--- config.mk ---
export PLATFORM = sky130hd
export DESIGN_NAME = htw_div
export DESIGN_NICKNAME = d
export VERILOG_FILES = /design/src/htw_pkg.sv /design/src/htw_div.sv
export SDC_FILE = /design/constraint.sdc
export NUM_CORES = 1
export LEC_CHECK = 0
export BUFFER_PORTS_ARGS = -buffer_cell sky130_fd_sc_hd__buf_2
export CELL_PAD_IN_SITES_DETAIL_PLACEMENT = 0
export CELL_PAD_IN_SITES_GLOBAL_PLACEMENT = 1
export CORE_MARGIN = 4
export CORE_UTILIZATION = 37
export DETAILED_ROUTE_END_ITERATION = 16
export HOLD_SLACK_MARGIN = 0.12
export PLACE_DENSITY = 0.87
export SYNTH_ARGS = -nofsm -noshare
export SYNTH_HDL_FRONTEND = slang
export SYNTH_SLANG_ARGS = --single-unit
--- constraint.sdc ---
create_clock -name clk -period 1.15 [get_ports clk]
set_input_delay 0.23 -clock clk [delete_from_list [all_inputs] [get_ports clk]]
set_output_delay 0.23 -clock clk [all_outputs]
set_load 0.05 [all_outputs]
--- src/htw_pkg.sv ---
// Shared constants for the hashed timing wheel: field widths, command kinds,
// result status codes. No dependencies.
package htw_pkg;

	localparam int KIND_W   = 2;
	localparam int DELAY_W  = 24;
	localparam int HANDLE_W = 32;
	localparam int TAG_W    = 32;
	localparam int STATUS_W = 3;
	localparam int TL_W     = 25;
	localparam int CNT_W    = 26;

	localparam logic [KIND_W-1:0] KIND_INSERT = 2'd0;
	localparam logic [KIND_W-1:0] KIND_TICK   = 2'd1;
	localparam logic [KIND_W-1:0] KIND_CANCEL = 2'd2;
	localparam logic [KIND_W-1:0] KIND_FIND   = 2'd3;

	localparam logic [STATUS_W-1:0] ST_INSERTED  = 3'd0;
	localparam logic [STATUS_W-1:0] ST_EXPIRED   = 3'd1;
	localparam logic [STATUS_W-1:0] ST_CANCELLED = 3'd2;
	localparam logic [STATUS_W-1:0] ST_FOUND     = 3'd3;
	localparam logic [STATUS_W-1:0] ST_NOT_FOUND = 3'd4;
	localparam logic [STATUS_W-1:0] ST_POOL_FULL = 3'd5;
	localparam logic [STATUS_W-1:0] ST_TICK_IDLE = 3'd6;

endpackage

--- src/htw_div.sv ---
// Slot splitter for a power-of-two slot count: revolutions by shift, slot
// index by mask; done follows go in the next cycle. Uses htw_pkg.
module htw_div import htw_pkg::*; #(
	parameter int SLOTS = 64
) (
	input  logic                  clk,
	input  logic                  arst_n,
	input  logic                  go,
	input  logic [HANDLE_W-1:0]   value,
	output logic                  done,
	output logic [HANDLE_W-1:0]   quo,
	output logic [$clog2(SLOTS)-1:0] rem
);

	localparam int SW = $clog2(SLOTS);

	logic                done_q;
	logic [HANDLE_W-1:0] quo_q;
	logic [SW-1:0]       rem_q;

	always_ff @(posedge clk or negedge arst_n) begin
		if (!arst_n) begin
			done_q <= 1'b0;
			quo_q  <= '0;
			rem_q  <= '0;
		end else begin
			done_q <= go;
			if (go) begin
				quo_q <= value >> SW;
				rem_q <= value[SW-1:0];
			end
		end
	end

	assign done = done_q;
	assign quo  = quo_q;
	assign rem  = rem_q;

`ifndef SYNTHESIS
	a_pow2: assert property (@(posedge clk) disable iff (!arst_n)
		(SLOTS & (SLOTS - 1)) == 0) else $error("slot count not a power of two");
	a_done_follows: assert property (@(posedge clk) disable iff (!arst_n)
		go |=> done_q) else $error("split result not ready after go");
	a_rem_range: assert property (@(posedge clk) disable iff (!arst_n)
		done_q |-> ({1'b0, rem_q} < (SW+1)'(SLOTS))) else $error("remainder out of range");
`endif

endmodule
==> parameters.txt, run 1 <==
Parameter                              Value

Pwr
  Clock network fraction of design power ... 0.325
  Proportion of power drawn by combinational gates ... 0.283
  Leakage dissipation ... 0.00104 uW
  Net switching power ... 1080 uW
  Worst VDD drop ... 736 uV
  Part of the power in registers ... 0.393
  Power density of the placed cells ... 1720 nW/um2
  Fraction of power spent switching nets ... 0.315
  Internal power ... 2340 uW

Clock tree
  Clock transition at the registers of the reported paths ... 0.07 ns
  Max H-tree Level ... 2
  TritonCTS Buffers ... 5
  Clock latency on the worst-skew pair ... 0.28 ns
  Root buffer cell ... sky130_fd_sc_hd__clkbuf_8
  Setup bufs post-CTS ... 0
  # clock sinks ... 33
  Maximum clock path buffer count ... 2
  CTS tree ... yes

Synthesis
  Sequential-to-total area share from yosys stat ... 0.582
  Register bit total from synthesis ... 33
  Number of distinct library cells after synthesis ... 7
  Mapped Avg Cell Area ... 18.7 um2
  Instance count of the mapped netlist ... 76
  Cell area after technology mapping ... 1420 um2
  Number of warning messages in the yosys log ... 0

Global routing
  Wire length of the first global-routing pass ... 4600 um
  Maximum number of pins on one net before global-route repair ... 22
  Vias in the first global route ... 968
  All-layer global routing usage ... 0.123
  Overall overflow remaining after global route ... 0
  Initial antenna violation count ... 0

Placed design
  Final HPWL from detailed placement ... 2190 um
  Number of buffers added on ports ... 67
  Routability congestion estimate ... 0.786
  Placed Instances ... 189

Layout
  Number of cells in the finished layout apart from fillers ... 198
  Number of nets in the layout ... 184
  Diodes inserted ... 0
  Number of fillers in the final layout ... 322
  Total area of multi-input combinational cells ... 495 um2
  Signed area change from the synthesized netlist to the final layout ... 39.8%
  Share of final-layout standard cells stronger than drive strength 1 ... 0.727
  Storage cell area ... 826 um2

STA
  Total count of hold-check failures in the final report ... 0
  Final setup viols ... 0
  Setup_tns ... 0 ns
  Clock Skew ... 0 ns
  Fmax achieved ... 0.894 GHz
  Final critical-path share of the clock period ... 0.972
  Unrepaired setup endpoints after global routing ... no
  Period minus WS final ... 1.12 ns
  Slew Viols, Final ... 0

Worst setup path
  Startpoint of the worst-slack reg-to-reg timing path ... quo[22]
  Cell Chain, Critical Path ... clkbuf_4
  Register-to-register path setup slack ... 0.37 ns
  Kind of cell adding the most delay to the critical path ... flip-flops
  Reg-to-reg endpoint ... quo[22]
  Worst path arrival time ... 0.89 ns
  Setup CP Type ... flip-flop to output port
  Delay of the slowest cell on the worst path ... 0.39 ns
  Crit path buffers/inverters ... 1
  Worst Reg2Reg Path Length in Cells ... 1
  Largest fanout on the critical path ... 2
  Data required time of the critical path ... 0.92 ns
  Highest-delay cell along the critical path ... sky130_fd_sc_hd__dfrtp_1
  Element type at the critical path start ... flip-flop
  Critical path endpoint category ... output port

Drt
  Number of nets with antenna violations after routing ... 0
  Avg Vias per Cell ... 4.46
  Number of detailed-route iterations in the first pass ... 2
  Routed length per instance ... 14.6 um
  DRC Markers ... 0
  Total routed wirelength ... 2890 um
  Count of routing violations after the opening detailed-route iteration ... 30
  Vias post-DR ... 883

Floorplan
  Vert. Die Dim ... 69.9 um
  Std-Cell Core Area ... 3690 um2
  Die extent in x ... 69.9 um
  Top-Level Pins ... 74
  Floorplan row count ... 22
  Starting density of the core ... 0.385
  Die Area ... 4890 um2

Worst hold path
  Hold path start ... value[8]
  Cell count of the worst hold path ... 2
  Type of the worst min-delay path ... primary input to flip-flop
  Terminating pin of the worst hold path ... quo[2]

Run
  Number of maximum-capacitance constraint violations ... 0

Run status
  Run status ... finished clean
-- state kept, by name (all words and copies together), names as in the netlist --
name / flops
quo: 26
rem: 6
done: 1
-- repair_timing --
action                     in CTS  in global routing
setup endpoints to repair       4                 28
hold endpoints to repair       13                  0
hold buffers                    1                  0
resized for setup               4                 30
cloned                          0                  0
-- cells by family (layout without fill, tap and decap cells) --
| kind of cell | after synthesis | count (layout) | share of synthesized area |
|---|---|---|---|
| other | 1 | 6 | 0.00264 |
| flip-flops | 33 | 33 | 0.582 |
| multiplexers | 32 | 32 | 0.333 |
| buffers and inverters | 10 | 79 | 0.0820 |
-- layout by cell type, fill, tap and decap left out --
cell,n
sky130_fd_sc_hd__buf_2,35
sky130_fd_sc_hd__dfrtp_1,33
sky130_fd_sc_hd__mux2_4,30
sky130_fd_sc_hd__clkbuf_4,26
sky130_fd_sc_hd__conb_1,6
sky130_fd_sc_hd__clkbuf_8,6
sky130_fd_sc_hd__buf_4,6
sky130_fd_sc_hd__buf_12,3
sky130_fd_sc_hd__mux2_2,2
sky130_fd_sc_hd__bufinv_16,1
sky130_fd_sc_hd__clkbuf_1,1
sky130_fd_sc_hd__dlygate4sd3_1,1
-- stage by stage --
stage | setup WS [ns] | power, uW | util | cell area, um2 | hold WS, ns
floorplan | 0.156 | 2050 | - | 1440 | -0.0656
global placement | 0.143 | 2260 | 0.482 | 1780 | 0.144
detailed placement | 0.121 | 2270 | 0.482 | 1780 | 0.150
CTS | 0.00138 | 3400 | 0.519 | 1910 | 0.168
global route | 0.00235 | 3540 | 0.538 | 1980 | 0.160
finish | 0.0317 | 3420 | 0.538 | 1980 | 0.177
-- per-layer routing --
metal	share of wire	vias up	routed length, um	track usage
li1	-	389	-	-
met1	0.35	444	1020	0.119
met2	0.54	42	1560	0.222
met3	0.085	8	246	0.0532
met4	0.020	0	59	0.0574
met5	0	-	0	0
-- final cells by class --
| cell class | instances | share of cell area |
|---|---|---|
| Sequential cell | 33 | 0.416 |
| Multi-Input combinational cell | 38 | 0.250 |
| Timing Repair Buffer | 71 | 0.245 |
| Clock buffer | 7 | 0.0435 |
| Tap cell | 48 | 0.0303 |
| Clock inverter | 1 | 0.0151 |
-- synth_stat cells --
cell	count	share of area
sky130_fd_sc_hd__buf_12	3	0.042
sky130_fd_sc_hd__buf_4	6	0.032
sky130_fd_sc_hd__buf_6	1	0.0079
sky130_fd_sc_hd__conb_1	1	0.0026
sky130_fd_sc_hd__dfrtp_1	33	0.58
sky130_fd_sc_hd__mux2_2	2	0.016
sky130_fd_sc_hd__mux2_4	30	0.32
-- how the worst max path moves through the flow --
stage | startpoint | endpoint | slack, ns | cells past startpoint
final | quo[2] | quo[2] | 0.03 | 1
after global routing | quo[8] | quo[8] | 0.002 | 1
after CTS | quo[22] | quo[22] | 0.001 | 1
after detailed placement | go | quo[22] | 0.12 | 3
after global placement | go | quo[20] | 0.14 | 3
after floorplan | quo[0] | quo[0] | 0.16 | 1
-- power by group through the flow --
| stage | combinational (uW) | clock [uW] | sequential (uW) |
|---|---|---|---|
| 2_1_floorplan | 290 | 0 | 1760 |
| 3_3_place_gp | 902 | 0 | 1350 |
| 3_5_place_dp | 916 | 0 | 1360 |
| 4_1_cts | 928 | 1130 | 1340 |
| 5_1_grt | 1000 | 1170 | 1360 |
| 6_report | 967 | 1110 | 1340 |
Power figures use the tool's default switching activity.
==> run 2, diff against run 1 <==
--- a/config.mk
+++ b/config.mk
@@ -8,9 +8,11 @@
 export BUFFER_PORTS_ARGS = -buffer_cell sky130_fd_sc_hd__buf_2
 export CELL_PAD_IN_SITES_DETAIL_PLACEMENT = 0
 export CELL_PAD_IN_SITES_GLOBAL_PLACEMENT = 1
+export CORE_ASPECT_RATIO = 0.75
 export CORE_MARGIN = 4
 export CORE_UTILIZATION = 37
 export DETAILED_ROUTE_END_ITERATION = 16
+export GPL_ROUTABILITY_DRIVEN = 0
 export HOLD_SLACK_MARGIN = 0.12
 export PLACE_DENSITY = 0.87
 export SYNTH_ARGS = -nofsm -noshare
==> run 2 against run 1 <==
Compared with the run above: register-to-register slack about the same; routed wire length up 2.1%; first-iteration DRC count up 6.7%; flip-flop and latch count unchanged; total power down 0.49%; sequential share of layout area down 0.052 points; critical path depth unchanged; sequential power about the same; maximum frequency about the same; count of clock-buffer cells in the layout unchanged; critical path type unchanged; critical endpoint is now quo[23].
==> parameters.txt, run 2 (synthesis results as in run 1) <==
Parameter                              Value

STA
  Fmax achieved ... 0.894 GHz (about the same)
  Unrepaired setup endpoints after global routing ... no
  Final critical-path share of the clock period ... 0.973 (about the same)
  Worst Setup Slack, final ... 0.0308 ns (-0.000909 ns)
  Setup_tns ... 0 ns (unchanged)
  Clock Skew ... 0 ns (unchanged)
  Period minus WS final ... 1.12 ns (+0.000909 ns)
  Slew Viols, Final ... 0 (unchanged)
  Final setup viols ... 0 (unchanged)
  Total count of hold-check failures in the final report ... 0 (unchanged)

Worst setup path
  Critical path endpoint category ... output port
  Element type at the critical path start ... flip-flop
  Largest fanout on the critical path ... 2 (unchanged)
  Data required time of the critical path ... 0.92 ns (about the same)
  Worst path arrival time ... 0.89 ns (about the same)
  Setup CP Type ... flip-flop to output port
  Total stage count of the critical path ... 1 (unchanged)
  Register-to-register path setup slack ... 0.36 ns (about the same)
  Worst Reg2Reg Path Length in Cells ... 1 (unchanged)
  Highest-delay cell along the critical path ... sky130_fd_sc_hd__dfrtp_1
  Reg-to-reg endpoint ... quo[23]
  Kind of cell adding the most delay to the critical path ... flip-flops
  Cell Chain, Critical Path ... clkbuf_4
  Crit path buffers/inverters ... 1 (unchanged)
  Delay of the slowest cell on the worst path ... 0.40 ns (about the same)
  Startpoint of the worst-slack reg-to-reg timing path ... quo[23]

Global routing
  Wire length of the first global-routing pass ... 4180 um (-9.1%)
  All-layer global routing usage ... 0.118 (-0.00517)
  Overall overflow remaining after global route ... 0 (unchanged)
  Vias in the first global route ... 825 (-15%)
  Maximum number of pins on one net before global-route repair ... 19 (-14%)
  Initial antenna violation count ... 0 (unchanged)

Placed design
  Post-Place Cell Area ... 1780 um2 (+0.28%)
  Worst setup timing slack at the placement stage ... 0.137 ns (+0.0165 ns)
  Final HPWL from detailed placement ... 2150 um (-1.9%)
  Number of buffers added on ports ... 67 (unchanged)

Layout
  Storage cell area ... 826 um2 (unchanged)
  Diodes inserted ... 0 (unchanged)
  Most frequent cells in the layout ... sky130_fd_sc_hd__buf_2 (36), sky130_fd_sc_hd__dfrtp_1 (33), sky130_fd_sc_hd__mux2_4 (30), sky130_fd_sc_hd__clkbuf_4 (24), sky130_fd_sc_hd__buf_4 (7)
  Number of fillers in the final layout ... 311 (-3.4%)
  Most common cell after layout, fill and taps aside ... sky130_fd_sc_hd__buf_2
  Share of final-layout standard cells stronger than drive strength 1 ... 0.727 (unchanged)
  Signed area change from the synthesized netlist to the final layout ... 39.9%
  Number of nets in the layout ... 184 (unchanged)
  Final design instance area without fill ... 1990 um2 (+0.13%)
  Max reg flops ... 26 (unchanged)
  Total area of multi-input combinational cells ... 495 um2 (unchanged)

Run
  Number of maximum-capacitance constraint violations ... 0 (unchanged)

Drt
  Vias post-DR ... 856 (-3.1%)
  Count of routing violations after the opening detailed-route iteration ... 32 (+6.7%)
  Number of nets with antenna violations after routing ... 0 (unchanged)
  Routed length per instance ... 14.6 um (about the same)
  DRC Markers ... 0 (unchanged)
  Avg Vias per Cell ... 4.24 (-5.0%)
  Number of detailed-route iterations in the first pass ... 2 (unchanged)
  Total routed wirelength ... 2950 um (+2.1%)

Run status
  Run status ... finished clean

Clock tree
  Clock latency on the worst-skew pair ... 0.27 ns (about the same)
  Clock transition at the registers of the reported paths ... 0.06 ns (about the same)
  # clock sinks ... 33 (unchanged)
  TritonCTS Buffers ... 5 (unchanged)
  Maximum clock path buffer count ... 2 (unchanged)
  Root buffer cell ... sky130_fd_sc_hd__clkbuf_8
  CTS tree ... yes
  Max H-tree Level ... 2 (unchanged)

Pwr
  Power density of the placed cells ... 1710 nW/um2 (-0.61%)
  Leakage dissipation ... 0.00104 uW (about the same)
  Total power after layout ... 3400 uW (-0.49%)
  Worst VDD drop ... 887 uV (+21%)

Floorplan
  Die Area ... 4900 um2 (+0.21%)
  Die extent in x ... 79.5 um (+14%)
  Vert. Die Dim ... 61.6 um (-12%)
  Std-Cell Core Area ... 3680 um2 (-0.10%)
  Starting density of the core ... 0.385 (+0.000392)
  Top-Level Pins ... 74 (unchanged)
  Floorplan row count ... 19 (-14%)

Worst hold path
  Type of the worst min-delay path ... primary input to flip-flop
  Terminating pin of the worst hold path ... rem[3]
  Cell count of the worst hold path ... 2 (unchanged)
  Hold path start ... value[3]
[run 2: cell count changes in the layout (fill, tap and decap cells not counted)]
cell	before	now
sky130_fd_sc_hd__clkbuf_4	26	24
sky130_fd_sc_hd__buf_2	35	36
sky130_fd_sc_hd__buf_4	6	7
[run 2: per-stage QoR]
step                       util  instances  hold slack (ns)
after global placement    0.484        193            0.158
after global routing      0.539        202            0.169
after floorplan               -         81          -0.0656
final                     0.539        202            0.183
after detailed placement  0.484        193            0.167
after CTS                 0.520        202            0.173
[run 2: layout make-up]
class | instances | area share
Clock buffer | 7 | 0.0435
Clock inverter | 1 | 0.0151
Multi-Input combinational cell | 38 | 0.250
Sequential cell | 33 | 0.416
Tap cell | 52 | 0.0328
Timing Repair Buffer | 71 | 0.243
[run 2: how the worst max path moves through the flow]
stage,slack [ns],start,endpoint
detailed placement,0.14,go,quo[22]
global placement,0.15,go,quo[25]
finish,0.03,quo[23],quo[23]
global route,0.0009,quo[23],quo[23]
floorplan,0.16,quo[0],quo[0]
CTS,0.0008,quo[2],quo[2]
[run 2: what timing repair did]
item	in CTS	in global routing
gates resized for setup	3	32
pin swaps	0	0
hold endpoints to repair	15	0
hold buffers	1	0
buffers inserted	0	0
setup endpoints to repair	3	28
[run 2: layer usage]
metal | vias up | global-route usage | wire (um)
met5 | - | 0 | 0
met4 | 0 | 0.0441 | 14
met3 | 2 | 0.0556 | 243
met1 | 423 | 0.152 | 1280
met2 | 40 | 0.174 | 1410
li1 | 391 | - | -
[run 2: power by group]
| part | total (uW) | internal, uW | switching [uW] |
|---|---|---|---|
| Sequential | 1350 | 1280 | 69.0 |
| Combinational | 968 | 357 | 611 |
| Clock | 1090 | 706 | 382 |
| Total | 3400 | 2340 | 1060 |
